File: src/hdl/lpp_pkg.sv
// Shared types and constants for the LED PWM pattern player.
// No dependencies; every other file in hdl/ but lpp_checker.sv refers to this package.
package lpp_pkg;

  localparam int unsigned CmdW     = 16;
  localparam int unsigned CfgDataW = 16;
  localparam int unsigned CfgIdxW  = 2;
  localparam int unsigned UnitsW   = 19;

  // Register map of the configuration port
  localparam logic [CfgIdxW-1:0] CFG_TICKS_PER_UNIT = 2'd0;
  localparam logic [CfgIdxW-1:0] CFG_GAP_TICKS      = 2'd1;

  localparam logic [CfgDataW-1:0] TICKS_PER_UNIT_RST = 16'd500;
  localparam logic [CfgDataW-1:0] GAP_TICKS_RST      = 16'd25;

  // PWM phase runs 0..PHASE_LAST and wraps
  localparam logic [7:0] PHASE_LAST = 8'd254;

  localparam logic FUNC_TICK = 1'b0;
  localparam logic FUNC_LOAD = 1'b1;

  typedef struct packed {
    logic light_on;
    logic busy_res;
    logic command_done;
    logic rejected;
  } lpp_res_t;

endpackage

File: src/hdl/lpp_if.sv
// Valid/ready channel interfaces: request, result and configuration write.
// Depends on lpp_pkg for field widths.
interface lpp_req_if;
  logic                        valid;
  logic                        ready;
  logic                        func;
  logic [lpp_pkg::CmdW-1:0]    command;
  modport source (output valid, func, command, input ready);
  modport sink   (input valid, func, command, output ready);
endinterface

interface lpp_res_if;
  logic valid;
  logic ready;
  logic light_on;
  logic busy_res;
  logic command_done;
  logic rejected;
  modport source (output valid, light_on, busy_res, command_done, rejected, input ready);
  modport sink   (input valid, light_on, busy_res, command_done, rejected, output ready);
endinterface

interface lpp_cfg_if;
  logic                          valid;
  logic                          ready;
  logic [lpp_pkg::CfgIdxW-1:0]   index;
  logic [lpp_pkg::CfgDataW-1:0]  data;
  modport source (output valid, index, data, input ready);
  modport sink   (input valid, index, data, output ready);
endinterface

File: src/hdl/lpp_core.sv
// Pattern state machine: PWM phase, unit/tick counters and gap timer.
// Updates once per accepted request; depends on lpp_pkg.
module lpp_core (
  input  logic                          clk_i,
  input  logic                          rst_ni,
  input  logic                          acc_i,
  input  logic                          func_i,
  input  logic [lpp_pkg::CmdW-1:0]      command_i,
  input  logic [lpp_pkg::CfgDataW-1:0]  ticks_per_unit_i,
  input  logic [lpp_pkg::CfgDataW-1:0]  gap_ticks_i,
  output lpp_pkg::lpp_res_t             res_o
);

  typedef enum logic [1:0] {
    MODE_IDLE = 2'd0,
    MODE_LIT  = 2'd1,
    MODE_GAP  = 2'd2
  } mode_e;

  mode_e                        mode_q, mode_d;
  logic [7:0]                   bright_q, bright_d;
  logic [7:0]                   phase_q, phase_d;
  logic [lpp_pkg::UnitsW-1:0]   units_q, units_d;
  logic [15:0]                  utc_q, utc_d;
  logic [15:0]                  gapc_q, gapc_d;

  logic [15:0]                  unit_lim;
  logic [16:0]                  utc_inc, gapc_inc;
  logic [lpp_pkg::UnitsW-1:0]   units_dec, units_load;
  logic                         done, rej;

  assign unit_lim   = (ticks_per_unit_i == '0) ? 16'd1 : ticks_per_unit_i;
  assign utc_inc    = {1'b0, utc_q} + 17'd1;
  assign gapc_inc   = {1'b0, gapc_q} + 17'd1;
  assign units_dec  = (units_q != '0) ? units_q - 1'b1 : '0;
  assign units_load = {15'd0, command_i[15:12]} << command_i[11:8];

  always_comb begin
    mode_d   = mode_q;
    bright_d = bright_q;
    phase_d  = phase_q;
    units_d  = units_q;
    utc_d    = utc_q;
    gapc_d   = gapc_q;
    done     = 1'b0;
    rej      = 1'b0;
    if (func_i == lpp_pkg::FUNC_LOAD) begin
      if (mode_q != MODE_IDLE) begin
        rej = 1'b1;
      end else if (command_i[15:12] != 4'd0) begin
        // top nibble zero is a loop word and is dropped
        bright_d = command_i[7:0];
        units_d  = units_load;
        utc_d    = '0;
        mode_d   = MODE_LIT;
      end
    end else begin
      phase_d = (phase_q >= lpp_pkg::PHASE_LAST) ? 8'd0 : phase_q + 8'd1;
      unique case (mode_q)
        MODE_LIT: begin
          if (utc_inc >= {1'b0, unit_lim}) begin
            utc_d   = '0;
            units_d = units_dec;
            if (units_dec == '0) begin
              gapc_d = '0;
              if (gap_ticks_i == '0) begin
                mode_d = MODE_IDLE;
                done   = 1'b1;
              end else begin
                mode_d = MODE_GAP;
              end
            end
          end else begin
            utc_d = utc_inc[15:0];
          end
        end
        MODE_GAP: begin
          if (gapc_inc >= {1'b0, gap_ticks_i}) begin
            gapc_d = '0;
            mode_d = MODE_IDLE;
            done   = 1'b1;
          end else begin
            gapc_d = gapc_inc[15:0];
          end
        end
        default: mode_d = MODE_IDLE;
      endcase
    end
  end

  always_comb begin
    res_o.light_on     = (mode_d == MODE_LIT) && (phase_d < bright_d);
    res_o.busy_res     = (mode_d != MODE_IDLE);
    res_o.command_done = done;
    res_o.rejected     = rej;
  end

  always_ff @(posedge clk_i or negedge rst_ni) begin
    if (!rst_ni) begin
      mode_q   <= MODE_IDLE;
      bright_q <= '0;
      phase_q  <= '0;
      units_q  <= '0;
      utc_q    <= '0;
      gapc_q   <= '0;
    end else if (acc_i) begin
      mode_q   <= mode_d;
      bright_q <= bright_d;
      phase_q  <= phase_d;
      units_q  <= units_d;
      utc_q    <= utc_d;
      gapc_q   <= gapc_d;
    end
  end

endmodule

File: src/hdl/lpp_out_buf.sv
// Two-entry result buffer between the state update and the result channel.
// Keeps the request side flowing while one result waits; depends on lpp_pkg.
module lpp_out_buf (
  input  logic               clk_i,
  input  logic               rst_ni,
  input  logic               push_i,
  input  lpp_pkg::lpp_res_t  data_i,
  output logic               ready_o,
  output logic               valid_o,
  input  logic               pop_ready_i,
  output lpp_pkg::lpp_res_t  data_o
);

  lpp_pkg::lpp_res_t mem_q [2];
  logic       wr_ptr_q, rd_ptr_q;
  logic [1:0] count_q;
  logic       pop;

  assign ready_o = (count_q != 2'd2);
  assign valid_o = (count_q != 2'd0);
  assign pop     = valid_o && pop_ready_i;
  assign data_o  = mem_q[rd_ptr_q];

  always_ff @(posedge clk_i) begin
    if (push_i) begin
      mem_q[wr_ptr_q] <= data_i;
    end
  end

  always_ff @(posedge clk_i or negedge rst_ni) begin
    if (!rst_ni) begin
      wr_ptr_q <= 1'b0;
      rd_ptr_q <= 1'b0;
      count_q  <= 2'd0;
    end else begin
      if (push_i) wr_ptr_q <= ~wr_ptr_q;
      if (pop)    rd_ptr_q <= ~rd_ptr_q;
      count_q <= count_q + {1'b0, push_i} - {1'b0, pop};
    end
  end

endmodule

File: src/hdl/led_pwm_pattern_player_unit.sv
// Top level of the LED PWM pattern player: config registers, core, result buffer.
// Depends on lpp_pkg, lpp_if, lpp_core and lpp_out_buf.
//
// Each request is either a tick (func 0) or a pattern command load (func 1) and
// yields exactly one result. One request is taken per clock cycle while not stalled;
// its result is registered in a two-entry output buffer, and req_i.ready drops
// only when both buffer entries hold results not yet taken. Configuration writes
// (ticks_per_unit at index 0, gap_ticks at index 1) are always ready, take effect
// on the next request, and writes to other indexes are ignored.
module led_pwm_pattern_player_unit (
  input  logic       clk_i,
  input  logic       rst_ni,
  lpp_req_if.sink    req_i,
  lpp_res_if.source  res_o,
  lpp_cfg_if.sink    cfg_i
);

  logic [lpp_pkg::CfgDataW-1:0] tpu_q, gap_q;
  logic                         req_acc, buf_ready, cfg_acc;
  lpp_pkg::lpp_res_t            core_res, buf_res;

  assign cfg_i.ready = 1'b1;
  assign cfg_acc     = cfg_i.valid && cfg_i.ready;

  always_ff @(posedge clk_i or negedge rst_ni) begin
    if (!rst_ni) begin
      tpu_q <= lpp_pkg::TICKS_PER_UNIT_RST;
      gap_q <= lpp_pkg::GAP_TICKS_RST;
    end else if (cfg_acc) begin
      unique case (cfg_i.index)
        lpp_pkg::CFG_TICKS_PER_UNIT: tpu_q <= cfg_i.data;
        lpp_pkg::CFG_GAP_TICKS:      gap_q <= cfg_i.data;
        default: ;
      endcase
    end
  end

  assign req_i.ready = buf_ready;
  assign req_acc     = req_i.valid && buf_ready;

  lpp_core u_core (
    .clk_i            (clk_i),
    .rst_ni           (rst_ni),
    .acc_i            (req_acc),
    .func_i           (req_i.func),
    .command_i        (req_i.command),
    .ticks_per_unit_i (tpu_q),
    .gap_ticks_i      (gap_q),
    .res_o            (core_res)
  );

  lpp_out_buf u_out_buf (
    .clk_i       (clk_i),
    .rst_ni      (rst_ni),
    .push_i      (req_acc),
    .data_i      (core_res),
    .ready_o     (buf_ready),
    .valid_o     (res_o.valid),
    .pop_ready_i (res_o.ready),
    .data_o      (buf_res)
  );

  assign res_o.light_on     = buf_res.light_on;
  assign res_o.busy_res     = buf_res.busy_res;
  assign res_o.command_done = buf_res.command_done;
  assign res_o.rejected     = buf_res.rejected;

endmodule

File: src/flat_wrapper.sv
// flat-port wrapper written by rule: the top's interface ports become plain ports
module led_pwm_pattern_player_unit_flat 
  (clk_i, rst_ni, req_i_valid, req_i_func, req_i_command, req_i_ready, res_o_valid, res_o_light_on, res_o_busy_res, res_o_command_done, res_o_rejected, res_o_ready, cfg_i_valid, cfg_i_index, cfg_i_data, cfg_i_ready);
  lpp_req_if req_i_i ();
  lpp_res_if res_o_i ();
  lpp_cfg_if cfg_i_i ();
  input  logic clk_i;
  input  logic rst_ni;
  input wire logic [$bits(req_i_i.valid)-1:0] req_i_valid;
  input wire logic [$bits(req_i_i.func)-1:0] req_i_func;
  input wire logic [$bits(req_i_i.command)-1:0] req_i_command;
  output wire logic [$bits(req_i_i.ready)-1:0] req_i_ready;
  output wire logic [$bits(res_o_i.valid)-1:0] res_o_valid;
  output wire logic [$bits(res_o_i.light_on)-1:0] res_o_light_on;
  output wire logic [$bits(res_o_i.busy_res)-1:0] res_o_busy_res;
  output wire logic [$bits(res_o_i.command_done)-1:0] res_o_command_done;
  output wire logic [$bits(res_o_i.rejected)-1:0] res_o_rejected;
  input wire logic [$bits(res_o_i.ready)-1:0] res_o_ready;
  input wire logic [$bits(cfg_i_i.valid)-1:0] cfg_i_valid;
  input wire logic [$bits(cfg_i_i.index)-1:0] cfg_i_index;
  input wire logic [$bits(cfg_i_i.data)-1:0] cfg_i_data;
  output wire logic [$bits(cfg_i_i.ready)-1:0] cfg_i_ready;
  assign req_i_i.valid = req_i_valid;
  assign req_i_i.func = req_i_func;
  assign req_i_i.command = req_i_command;
  assign req_i_ready = req_i_i.ready;
  assign res_o_valid = res_o_i.valid;
  assign res_o_light_on = res_o_i.light_on;
  assign res_o_busy_res = res_o_i.busy_res;
  assign res_o_command_done = res_o_i.command_done;
  assign res_o_rejected = res_o_i.rejected;
  assign res_o_i.ready = res_o_ready;
  assign cfg_i_i.valid = cfg_i_valid;
  assign cfg_i_i.index = cfg_i_index;
  assign cfg_i_i.data = cfg_i_data;
  assign cfg_i_ready = cfg_i_i.ready;
  led_pwm_pattern_player_unit u_core (.clk_i(clk_i), .rst_ni(rst_ni), .req_i(req_i_i), .res_o(res_o_i), .cfg_i(cfg_i_i));
endmodule
File: config.mk
export PLATFORM = sky130hd
export DESIGN_NAME = led_pwm_pattern_player_unit_flat
export DESIGN_NICKNAME = d
export VERILOG_FILES = /design/src/hdl/lpp_pkg.sv /design/src/hdl/lpp_if.sv /design/src/hdl/lpp_core.sv /design/src/hdl/lpp_out_buf.sv /design/src/hdl/led_pwm_pattern_player_unit.sv /design/src/flat_wrapper.sv
export SDC_FILE = /design/constraint.sdc
export NUM_CORES = 1
export LEC_CHECK = 0
export ABC_CLOCK_PERIOD_IN_PS = 3500
export BUFFER_PORTS_ARGS = -buffer_cell sky130_fd_sc_hd__buf_2
export CORE_MARGIN = 3
export CORE_UTILIZATION = 35
export DETAILED_ROUTE_END_ITERATION = 8
export GPL_TIMING_DRIVEN = 1
export SYNTH_ARGS = -nofsm -noshare
export SYNTH_HDL_FRONTEND = slang
export SYNTH_SLANG_ARGS = --single-unit
File: constraint.sdc
create_clock -name clk_i -period 3.5 [get_ports clk_i]
set_input_delay 0.175 -clock clk_i [delete_from_list [all_inputs] [get_ports clk_i]]
set_output_delay 0.175 -clock clk_i [all_outputs]
set_load 0.1 [all_outputs]
# After elaboration in Yosys (flattened, before gate mapping)
# Memories as Yosys holds them, arrays and structs flattened.
# Cells that the tools add are included.
[totals] elab_cells=94 n_memories=1 out_inout_bits=7 regBits=105 ram_bits=8
[op_classes] bitwise=3 reduce_logical=20 eq_ne=9 magnitude_cmp=4 n_shift=1 addsub=6 n_mux=39
[memory_table] memory="u_core.u_out_buf.mem_q" words=2 width=4 rd=1 rd_ports_with_merged_regs=0 write_ports=1 line="lpp_out_buf.sv:14" source="lpp_pkg::lpp_res_t mem_q [2];"
[ops] cell="16-bit two-way mux" count=9
[ops] cell="19-bit two-way mux" count=6
[ops] cell="8-bit two-way mux" count=5
[ops] cell="16-bit by 1-bit adder with 17-bit output (second input constant)" count=2
[ops] cell="17-bit by 16-bit >= comparator with 1-bit output" count=2
[ops] cell="16-bit zero test" count=2
[ops] cell="16-bit one-hot mux with 2 select lines" count=1
[ops] cell="19-bit zero test" count=1
[ops] cell="19-bit nonzero test" count=1
[ops] cell="4-bit by 4-bit << shifter with 19-bit output" count=1
[ops] cell="19-bit by 1-bit subtractor with 19-bit output (second input constant)" count=1
[ops] cell="2-bit two-way mux" count=7
[ops] cell="2-bit nonzero test" count=6
[ops] cell="5-bit AND reduction" count=2
[ops] cell="1-bit two-way mux" count=9
[ops] cell="8-bit by 1-bit adder with 8-bit output (second input constant)" count=1
[ops] cell="8-bit >= comparator (second input constant)" count=1
[ops] cell="8-bit < comparator" count=1
[ops] cell="2-bit != test (second input constant)" count=4
[ops] cell="2-bit by 1-bit == test with 1-bit output (second input constant)" count=3
[ops] cell="2-bit one-hot mux with 2 select lines" count=1
[ops] cell="2-bit AND reduction" count=2
[ops] cell="4-bit AND reduction" count=1
[ops] cell="4-bit nonzero test" count=1
[ops] cell="other kinds (8)" count=12

# Logic depth before layout (Yosys ltp)
# Gate-level depths: netlist (run 1).
[logic_depth] ltp_word=9 depth_mapped=17

# Modules after synthesis
# A second synthesis (run 1) with hierarchy kept.
[unflattened] cells_unflattened=811 hier_area_um2=7557.2
[modules_own_cells] module="lpp_core" cells_each=711 area_per_inst_um2=5833.1 seq_area_each_um2=1726.7 instances=1
[modules_own_cells] module="led_pwm_pattern_player_unit" cells_each=71 area_per_inst_um2=1241.2 seq_area_each_um2=812.0 instances=1
[modules_own_cells] module="lpp_out_buf" cells_each=29 area_per_inst_um2=483.0 seq_area_each_um2=340.3 instances=1

# Worst setup path after synthesis (run 1)
# No wires, ideal clock.
[synth_timing] path_type="reg2reg" startpoint="reg u_core.u_core.utc_q[0]" endpoint="reg u_core.u_core.gapc_q[12]" n_path_buf=2 period_less_slack_ns=3.365 slack_ns=0.135 path_stages_with_launch=17 setup_ns=0.120 arrival_time_ns=3.245 path_cell_list="dfrtp_1 > and3_1 > nand3_1 > nor3_1 > nand3_1 > nor2_1 > xor2_1 > ha_1 > nand3_1 > nor3_1 > o31ai_1 > nand4_1 > a31o_2 > and3b_4 > buf_12 > buf_12 > a31o_2"
[synth_between] elab_chain_cells=4
[synth_lines] element="from (decl)" line="lpp_core.sv:24" source="logic [15:0] utc_q, utc_d;"
[synth_lines] element="from (signal assigned)" line="lpp_core.sv:111" source="utc_q <= utc_d;"
[synth_lines] element="16-bit by 1-bit adder with 17-bit output" line="lpp_core.sv:33" source="assign utc_inc = {1'b0, utc_q} + 17'd1;"
[synth_lines] element="17-bit by 16-bit >= comparator with 1-bit output" line="lpp_core.sv:61" source="if (utc_inc >= {1'b0, unit_lim}) begin"
[synth_lines] element="2-bit != test (no line)"
[synth_lines] element="5-bit AND reduction (no line)"
[synth_lines] element="to (signal assigned)" line="lpp_core.sv:112" source="gapc_q <= gapc_d;"
[synth_lines] element="to (decl)" line="lpp_core.sv:25" source="logic [15:0] gapc_q, gapc_d;"
# Every way passes these cells.
# A chain may end at the register's enable or synchronous reset.

==> results of run 1 <==
-- final cells by class --
cell class,count,area [um^2],share of cell area [%]
clock inverters,12,165,1.85
flip-flops and latches,113,2880,32.3
multi-input cells,613,4220,47.3
repair buffers,103,708,7.93
well taps,270,338,3.79
inverters,48,180,2.02
clock buffers,20,437,4.89
-- metrics by stage --
step	cell area [um^2]	worst slack, ns	total power, W	util (%)	TNS [ns]
after global routing	8920	-0.0133	0.00634	43.7	-0.0311
final	8920	0.208	0.00593	43.7	0
after CTS	8780	0.000331	0.00593	43.0	0
after floorplan	7330	0.135	0.00351	-	0
after detailed placement	8020	-0.125	0.00405	39.3	-0.410
after global placement	8020	-0.0104	0.00402	39.3	-0.0207
-- cells by family after synthesis --
family	share of synthesized area, %
XOR/XNOR	4.42
flip-flops	39.3
adder cells (fa/ha/maj)	8.37
multiplexers	5.67
other	0.0512
buffers and inverters	4.97
AND/OR/NAND/NOR	19.9
AO/OA/AOI/OAI	17.3
-- registers in the layout, indices dropped and copies added (netlist names) --
| signal | cells |
|---|---|
| u_core.u_core.units_q | 19 |
| u_core.gap_q | 16 |
| u_core.tpu_q | 16 |
| u_core.u_core.gapc_q | 16 |
| u_core.u_core.utc_q | 16 |
| u_core.u_core.bright_q | 8 |
| u_core.u_core.phase_q | 8 |
| u_core.u_out_buf.mem_q | 8 |
| u_core.u_core.mode_q | 2 |
| u_core.u_out_buf.count_q | 2 |
| u_core.u_out_buf.rd_ptr_q | 1 |
| u_core.u_out_buf.wr_ptr_q | 1 |
-- power by group through the flow --
| stage | Combinational (W) | Clock, W | Sequential, W |
|---|---|---|---|
| 2_1_floorplan | 0.00159 | 0 | 0.00192 |
| 3_3_place_gp | 0.00202 | 0 | 0.00200 |
| 3_5_place_dp | 0.00204 | 0 | 0.00201 |
| 4_1_cts | 0.00210 | 0.00185 | 0.00199 |
| 5_1_grt | 0.00240 | 0.00190 | 0.00205 |
| 6_report | 0.00213 | 0.00180 | 0.00199 |
-- critical path, delay by kind of cell (launching register included) --
kind / cells / cell delay, ns
xor gates and xnor gates: 1 / 0.12
adders and majority gates: 1 / 0.29
AOI/OAI and AO/OA: 2 / 0.50
buffers and inverters: 2 / 0.39
and+or+nand+nor: 7 / 1.43
DFF: 1 / 0.37
-- repair_timing --
item,in CTS,in global routing
buffers inserted,0,6
endpoints found under the hold margin,60,0
resized for setup,4,20
setup endpoints to repair,5,50
cloned,1,1
pin swaps,0,7
hold buffers,13,0
-- routing by layer --
layer,up-vias,global-route usage (%),part of all wire (%)
met5,-,0,0
met4,0,4.76,1.2
met2,120,25.5,45
met1,2933,23.6,50
li1,3092,-,-
met3,14,3.49,4.0
-- cell usage in the layout (no fill, tap or decap), types with 4 or more instances in the layout --
master,n
nand4_1,18
nor3_2,4
a31o_2,12
nand2_1,79
nand2b_1,11
clkbuf_16,17
a22oi_1,6
a21o_1,7
o31ai_1,13
nor4_1,10
nor3_1,12
o21ai_1,4
o21ai_0,82
nor2_1,57
inv_1,48
dfrtp_1,96
ha_1,49
nand3_2,4
edfxtp_1,8
nor2b_1,17
and2_1,8
and3_1,8
a21oi_1,27
dfstp_2,9
nand3_1,27
xnor2_1,19
or3_1,4
bufinv_16,4
mux2_2,28
mux2i_1,10
a31oi_1,4
dlygate4sd3_1,13
xor2_1,16
o22ai_1,5
buf_2,44
buf_4,45
-- path summary, 6_finish.rpt --
check,depth (start not counted),slack (ns),from,endpoint
max reg2reg,13,0.21,u_core.u_core.gapc_q[5]$_DFFE_PN0P_,u_core.u_out_buf.mem_q[0][3]$_DFFE_PP_
max,13,0.21,u_core.u_core.gapc_q[5]$_DFFE_PN0P_,u_core.u_out_buf.mem_q[0][3]$_DFFE_PP_
min,3,0.01,cfg_i_data[13],u_core.tpu_q[13]$_DFFE_PN0P_
max in group asynchronous,3,2.43,rst_ni,u_core.u_core.utc_q[7]$_DFFE_PN0P_
min reg2reg,2,0.49,u_core.u_core.bright_q[4]$_DFFE_PN0P_,u_core.u_core.bright_q[4]$_DFFE_PN0P_
min in group asynchronous,2,0.35,rst_ni,u_core.u_core.gapc_q[3]$_DFFE_PN0P_
==> summary.md, run 1 <==
| Metric | Value |
|---|---|
| Total of max-cap violations | `0` |
| Fraction of registers with async set/reset | `92.9%` |
| Total gr overflow | `0` |
| Die area | `0.0227 mm^2` |
| First-pass GRT wire length | `29900 um` |
| Row cnt | `52` |
| GP Congestion | `0.829` |
| Post-synth EDFFs | `8` |
| Final Setup Violations | `0` |
| Bufs on Longest Clock Path | `2` |
| # IOs | `47` |
| Mapped Area | `0.00733 mm^2` |
| P_leak | `4.05 nW` |
| Clk pwr share | `30.4%` |
| Ratio of cells with drive above 1 in the final layout | `22.3%` |
| Yosys top cell by area | `dfrtp_1` |
| CTS Buf Count | `17` |
| Max incr delay on CP | `0.39 ns` |
| Final #Nets | `985` |
| Cell internal pwr | `0.00367 W` |
| Largest net degree at the start of global routing | `50` |
| Status | `finished clean` |
| Clock Latency Late Sink | `0.42 ns` |
| Clock transition at the registers of the reported paths | `0.06 ns` |
| Tot GR Track Use | `16.6%` |
| Yosys reg bits | `113` |
| Initial Util | `35.9%` |
| Crit-path cells | `and4_2 -> nand4_1 -> buf_4 -> xnor2_1 -> ha_1 -> and4_1 -> and3_1 -> o41ai_2 -> buf_4 -> nand3_1 -> nand3_2 -> a31oi_2 -> nor4_2` |
| Die H | `151 um` |
| Switching pwr | `0.00226 W` |
| Critical Path RT | `3.73 ns` |
| Sequential share of power | `33.6%` |
| PortBufs | `45` |
| Die Wd | `151 um` |
| Number of remaining DRC errors | `0` |
| Core area | `0.0204 mm^2` |
| Fmax | `0.304 GHz` |
| Worst Skew | `0.00899 ns` |
| Total routed wirelength | `18200 um` |
| Hold Path Class | `input port to flip-flop` |
| Initial antenna violation count | `0` |
| Sinks on Clock Net | `113` |
| Slew Limit Fails | `0` |
| Non-filler instance count after layout | `1179` |
| Post-DP HPWL | `13000 um` |
| Gate power share | `35.9%` |
| Synth Instances | `807` |
| CTS tree | `built` |
| Distinct cells, synth | `73` |
| Syn Nets | `896` |
| Worst Setup End Kind | `flip-flop` |
| TritonRoute pass-1 iters | `4` |
| Most frequent cell after synthesis | `dfrtp_1` |
| YS warnings | `0` |
| Vias | `6159` |
| Critical Path Slowest Stage Cell | `o41ai_2` |
| H-tree levels | `4` |
| Syn avg cell area | `9.08 um^2` |
| FILL cells | `2001` |
| CP Max Fanout | `4` |
| Top post-synthesis cells by area | `dfrtp_1, ha_1, o21ai_0` |
| Number of global-route vias before repair | `5920` |
| Worst path arrival time | `3.52 ns` |
| Slew HR | `48.6%` |
| Clock Tree Root | `clkbuf_16` |
| Area share of the largest cell type after synthesis | `32.8%` |
| Placed cell count | `1126` |
| PwrDens | `664 mW/mm^2` |
| Fin Hold WS | `0.0104 ns` |
| Via density | `5.22` |
| CP dominant cell by count | `buf_4` |
| Worst Tran Pin Value | `0.769 ns` |
| Critical Path Start Type | `flip-flop` |
| Post-synth top cells | `dfrtp_1, o21ai_0, nand2_1, nor2_1, ha_1` |
| Iter 0 DRT Violations | `298` |
| DR WL/cell | `15.4 um` |
| Final Hold Viols | `0` |
| Net Sw Frac | `38.1%` |
| Fin crit share | `94.0%` |
| Area Growth Syn to Fin | `21.8%` |
| Minimum clock period | `3.29 ns` |
| Worst vdd ir | `529 uV` |
| Ant diodes | `0` |
| Kind of critical path | `flip-flop to flip-flop` |
| Primary FF master, synth | `dfrtp_1` |
| Sequential share of the synthesized area | `39.3%` |
| Post-route ant nets | `0` |
Note: power is estimated with default switching activity, not from simulation.
==> run 2, diff against run 1 <==
--- a/config.mk
+++ b/config.mk
@@ -5,10 +5,10 @@
 export SDC_FILE = /design/constraint.sdc
 export NUM_CORES = 1
 export LEC_CHECK = 0
-export ABC_CLOCK_PERIOD_IN_PS = 3500
+export ABC_CLOCK_PERIOD_IN_PS = 3100
 export BUFFER_PORTS_ARGS = -buffer_cell sky130_fd_sc_hd__buf_2
 export CORE_MARGIN = 3
-export CORE_UTILIZATION = 35
+export CORE_UTILIZATION = 33
 export DETAILED_ROUTE_END_ITERATION = 8
 export GPL_TIMING_DRIVEN = 1
 export SYNTH_ARGS = -nofsm -noshare
==> constraint.sdc (replaced) <==
create_clock -name clk_i -period 3.1 [get_ports clk_i]
set_input_delay 0.155 -clock clk_i [delete_from_list [all_inputs] [get_ports clk_i]]
set_output_delay 0.155 -clock clk_i [all_outputs]
set_load 0.1 [all_outputs]
==> summary.md, run 2 (same netlist as run 1, synthesis figures left out) <==
| Metric | Value |
|---|---|
| Total of max-cap violations | `0 (unchanged)` |
| Hold Path Class | `input port to flip-flop` |
| P_leak | `4.53 nW (+12%)` |
| Total routed wirelength | `19500 um (+7.4%)` |
| Post-layout instance area | `0.00986 mm^2 (+11%)` |
| Footprint of the multi-input gates | `0.00460 mm^2 (+9.0%)` |
| Setup TNS | `-3.32 ns (-3.32 ns)` |
| Worst Setup End Kind | `flip-flop` |
| First-pass GRT wire length | `31500 um (+5.3%)` |
| Gate power share | `41.8% (+5.9 points)` |
| Core area | `0.0214 mm^2 (+4.8%)` |
| H-tree levels | `4 (unchanged)` |
| Final #Nets | `1051 (+6.7%)` |
| FF-to-FF End | `u_core.u_out_buf.mem_q[0][3]$_DFFE_PP_` |
| Status | `complete, but fails checks` |
| Fin Hold WS | `0.0160 ns (+0.00563 ns)` |
| Hold EP | `u_core.tpu_q[6]$_DFFE_PN1P_` |
| Critical Path RT | `3.24 ns (-0.49 ns)` |
| Worst reg2reg path depth | `16 (+3)` |
| Most frequent cells in the layout | `buf_4, dfrtp_1, nand2_1` |
| Critical Path Start Type | `flip-flop` |
| Die Wd | `155 um (+2.9%)` |
| Number of global-route vias before repair | `6367 (+7.6%)` |
| Sequential share of power | `32.6% (-1.0 points)` |
| PortBufs | `45 (unchanged)` |
| Die H | `155 um (+2.9%)` |
| CTS tree | `built` |
| Clk pwr share | `25.6% (-4.8 points)` |
| Switching pwr | `0.00271 W (+20%)` |
| Clock Latency Late Sink | `0.42 ns (about the same)` |
| Max incr delay on CP | `0.41 ns (+0.02 ns)` |
| GP Congestion | `0.807 (-2.6%)` |
| Initial Util | `34.2% (-1.7 points)` |
| Vias | `6532 (+6.1%)` |
| Worst vdd ir | `580 uV (+9.6%)` |
| Number of remaining DRC errors | `0 (unchanged)` |
| Fmax | `0.303 GHz (-0.21%)` |
| Net Sw Frac | `39.6% (+1.4 points)` |
| Max reg flops | `19 (unchanged)` |
| Hold Crit Start | `cfg_i_data[6]` |
| Total gr overflow | `0 (unchanged)` |
| Sinks on Clock Net | `113 (unchanged)` |
| Clock Tree Root | `clkbuf_16` |
| PnR worst setup slack | `-0.199 ns (-0.407 ns)` |
| Hold Path Cell Cnt | `3 (unchanged)` |
| CP Max Fanout | `4 (unchanged)` |
| Fin crit share | `106% (+12 points)` |
| Worst slack at placement | `-0.348 ns (-0.223 ns)` |
| PwrDens | `695 mW/mm^2 (+4.7%)` |
| Iter 0 DRT Violations | `434 (+46%)` |
| Start of the worst register-to-register path | `u_core.u_core.utc_q[1]$_DFFE_PN0P_` |
| Crit. Startpoint | `u_core.u_core.utc_q[1]$_DFFE_PN0P_` |
| Final Setup Violations | `31 (+31)` |
| Kind of critical path | `flip-flop to flip-flop` |
| Slew Limit Fails | `0 (unchanged)` |
| Tot GR Track Use | `16.0% (-0.59 points)` |
| Largest net degree at the start of global routing | `64 (+28%)` |
| RSZ-0062 raised after global routing | `yes` |
| Register area | `0.00288 mm^2 (about the same)` |
| Post-DP HPWL | `13600 um (+4.3%)` |
| Slew HR | `45.7% (-2.9 points)` |
| Worst Tran Pin Value | `0.815 ns (+0.0459 ns)` |
| Cell internal pwr | `0.00415 W (+13%)` |
| Clock transition at the registers of the reported paths | `0.06 ns (about the same)` |
| Critical Path Slowest Stage Cell | `dfrtp_1` |
| Initial antenna violation count | `0 (unchanged)` |
| Row cnt | `53 (+1.9%)` |
| Final Hold Viols | `0 (unchanged)` |
| Failing checks | `negative setup slack` |
| Delay-heaviest family, CP | `compound AO/OA/AOI/OAI gates` |
| DR WL/cell | `15.6 um (+1.3%)` |
| Crit-path cells | `ha_4 -> nand4_1 -> nor3_2 -> buf_4 -> nand2_4 -> xnor2_2 -> ha_1 -> a21oi_1 -> o21a_1 -> o21a_1 -> nand4_1 -> buf_6 -> a31o_4 -> a31o_4 -> o21ai_4 -> nor4_4` |
| # IOs | `47 (unchanged)` |
| Dpl cell area | `0.00848 mm^2 (+5.7%)` |
| CTS Buf Count | `17 (unchanged)` |
| Ratio of cells with drive above 1 in the final layout | `32.6% (+10 points)` |
| Via density | `5.23 (about the same)` |
| Post-route ant nets | `0 (unchanged)` |
| Worst Skew | `0.0102 ns (+0.00123 ns)` |
| Reg with most FFs | `u_core.u_core.units_q` |
| Area Growth Syn to Fin | `34.6%` |
| R2R setup slack | `-0.20 ns (-0.41 ns)` |
| FILL cells | `1999 (-0.10%)` |
| Minimum clock period | `3.30 ns (+0.00688 ns)` |
| Worst path arrival time | `3.44 ns (-0.08 ns)` |
| CP Buf/Inv Count | `2 (unchanged)` |
| Bufs on Longest Clock Path | `2 (unchanged)` |
| Ant diodes | `0 (unchanged)` |
| TritonRoute pass-1 iters | `5 (+1)` |
| Die area | `0.0240 mm^2 (+5.8%)` |
-- run 2: changes by cell type in the layout (fill, tap and decap cells not counted), sizes merged --
cell / change
and3b: -1
dlygate4sd3: +3
bufinv: -4
buf: +61
clkbuf: +9
clkinvlp: -1
clkinv: -1
-- run 2: metrics by stage --
step	util, %	cells	total power [W]
after floorplan	-	807	0.00399
after global placement	39.6	1178	0.00473
after detailed placement	39.6	1178	0.00476
after CTS	43.8	1239	0.00667
after global routing	46.0	1250	0.00733
final	46.0	1250	0.00686
-- run 2: power groups by stage --
stage | Combinational, W | Clock [W] | Sequential (W)
floorplan | 0.00181 | 0 | 0.00217
global placement | 0.00249 | 0 | 0.00224
detailed placement | 0.00252 | 0 | 0.00224
CTS | 0.00266 | 0.00179 | 0.00223
global route | 0.00317 | 0.00187 | 0.00229
finish | 0.00287 | 0.00175 | 0.00224
-- run 2: how the worst max path moves through the flow --
| stage | end | slack, ns | depth (start not counted) |
|---|---|---|---|
| 2_1_floorplan | u_core.u_core.gapc_q[12]$_DFFE_PN0P_ | -0.04 | 16 |
| 3_3_place_gp | u_core.u_out_buf.mem_q[1][3]$_DFFE_PP_ | -0.22 | 14 |
| 3_5_place_dp | u_core.u_out_buf.mem_q[1][3]$_DFFE_PP_ | -0.35 | 14 |
| 4_1_cts | u_core.u_out_buf.mem_q[1][3]$_DFFE_PP_ | -0.17 | 16 |
| 5_1_grt | u_core.u_core.utc_q[12]$_DFFE_PN0P_ | -0.33 | 18 |
| 6_report | u_core.u_out_buf.mem_q[0][3]$_DFFE_PP_ | -0.20 | 16 |
-- run 2: worst reg2reg max path, stage by stage, from the launching register on --
cell and delay (ns):
dfrtp_1 0.41, ha_4 0.15, nand4_1 0.18, nor3_2 0.23, buf_4 0.17, nand2_4 0.06
xnor2_2 0.14, ha_1 0.34, a21oi_1 0.15, o21a_1 0.14, o21a_1 0.11, nand4_1 0.09
buf_6 0.15, a31o_4 0.25, a31o_4 0.25, o21ai_4 0.16, nor4_4 0.05
-- run 2: cell type report --
cell class	count	area share, %
repair buffers	170	13.5
well taps	275	3.49
clock buffers	26	4.96
inverters	48	1.85
flip-flops and latches	113	29.2
multi-input cells	612	46.6
clock inverters	6	0.355
-- run 2: routing by layer --
layer / global-route usage (%) / part of all wire (%)
met4: 4.67 / 1.2
met2: 24.9 / 46
met1: 22.9 / 49
met3: 2.70 / 3.8
met5: 0 / 0
-- run 2: timing repair --
item                                   CTS  global route
resized for setup                       23            93
setup endpoints to repair               54            59
hold buffers                            16             0
cloned                                   1             3
pin swaps                               19            32
endpoints found under the hold margin   69             0
buffers inserted                        12             8
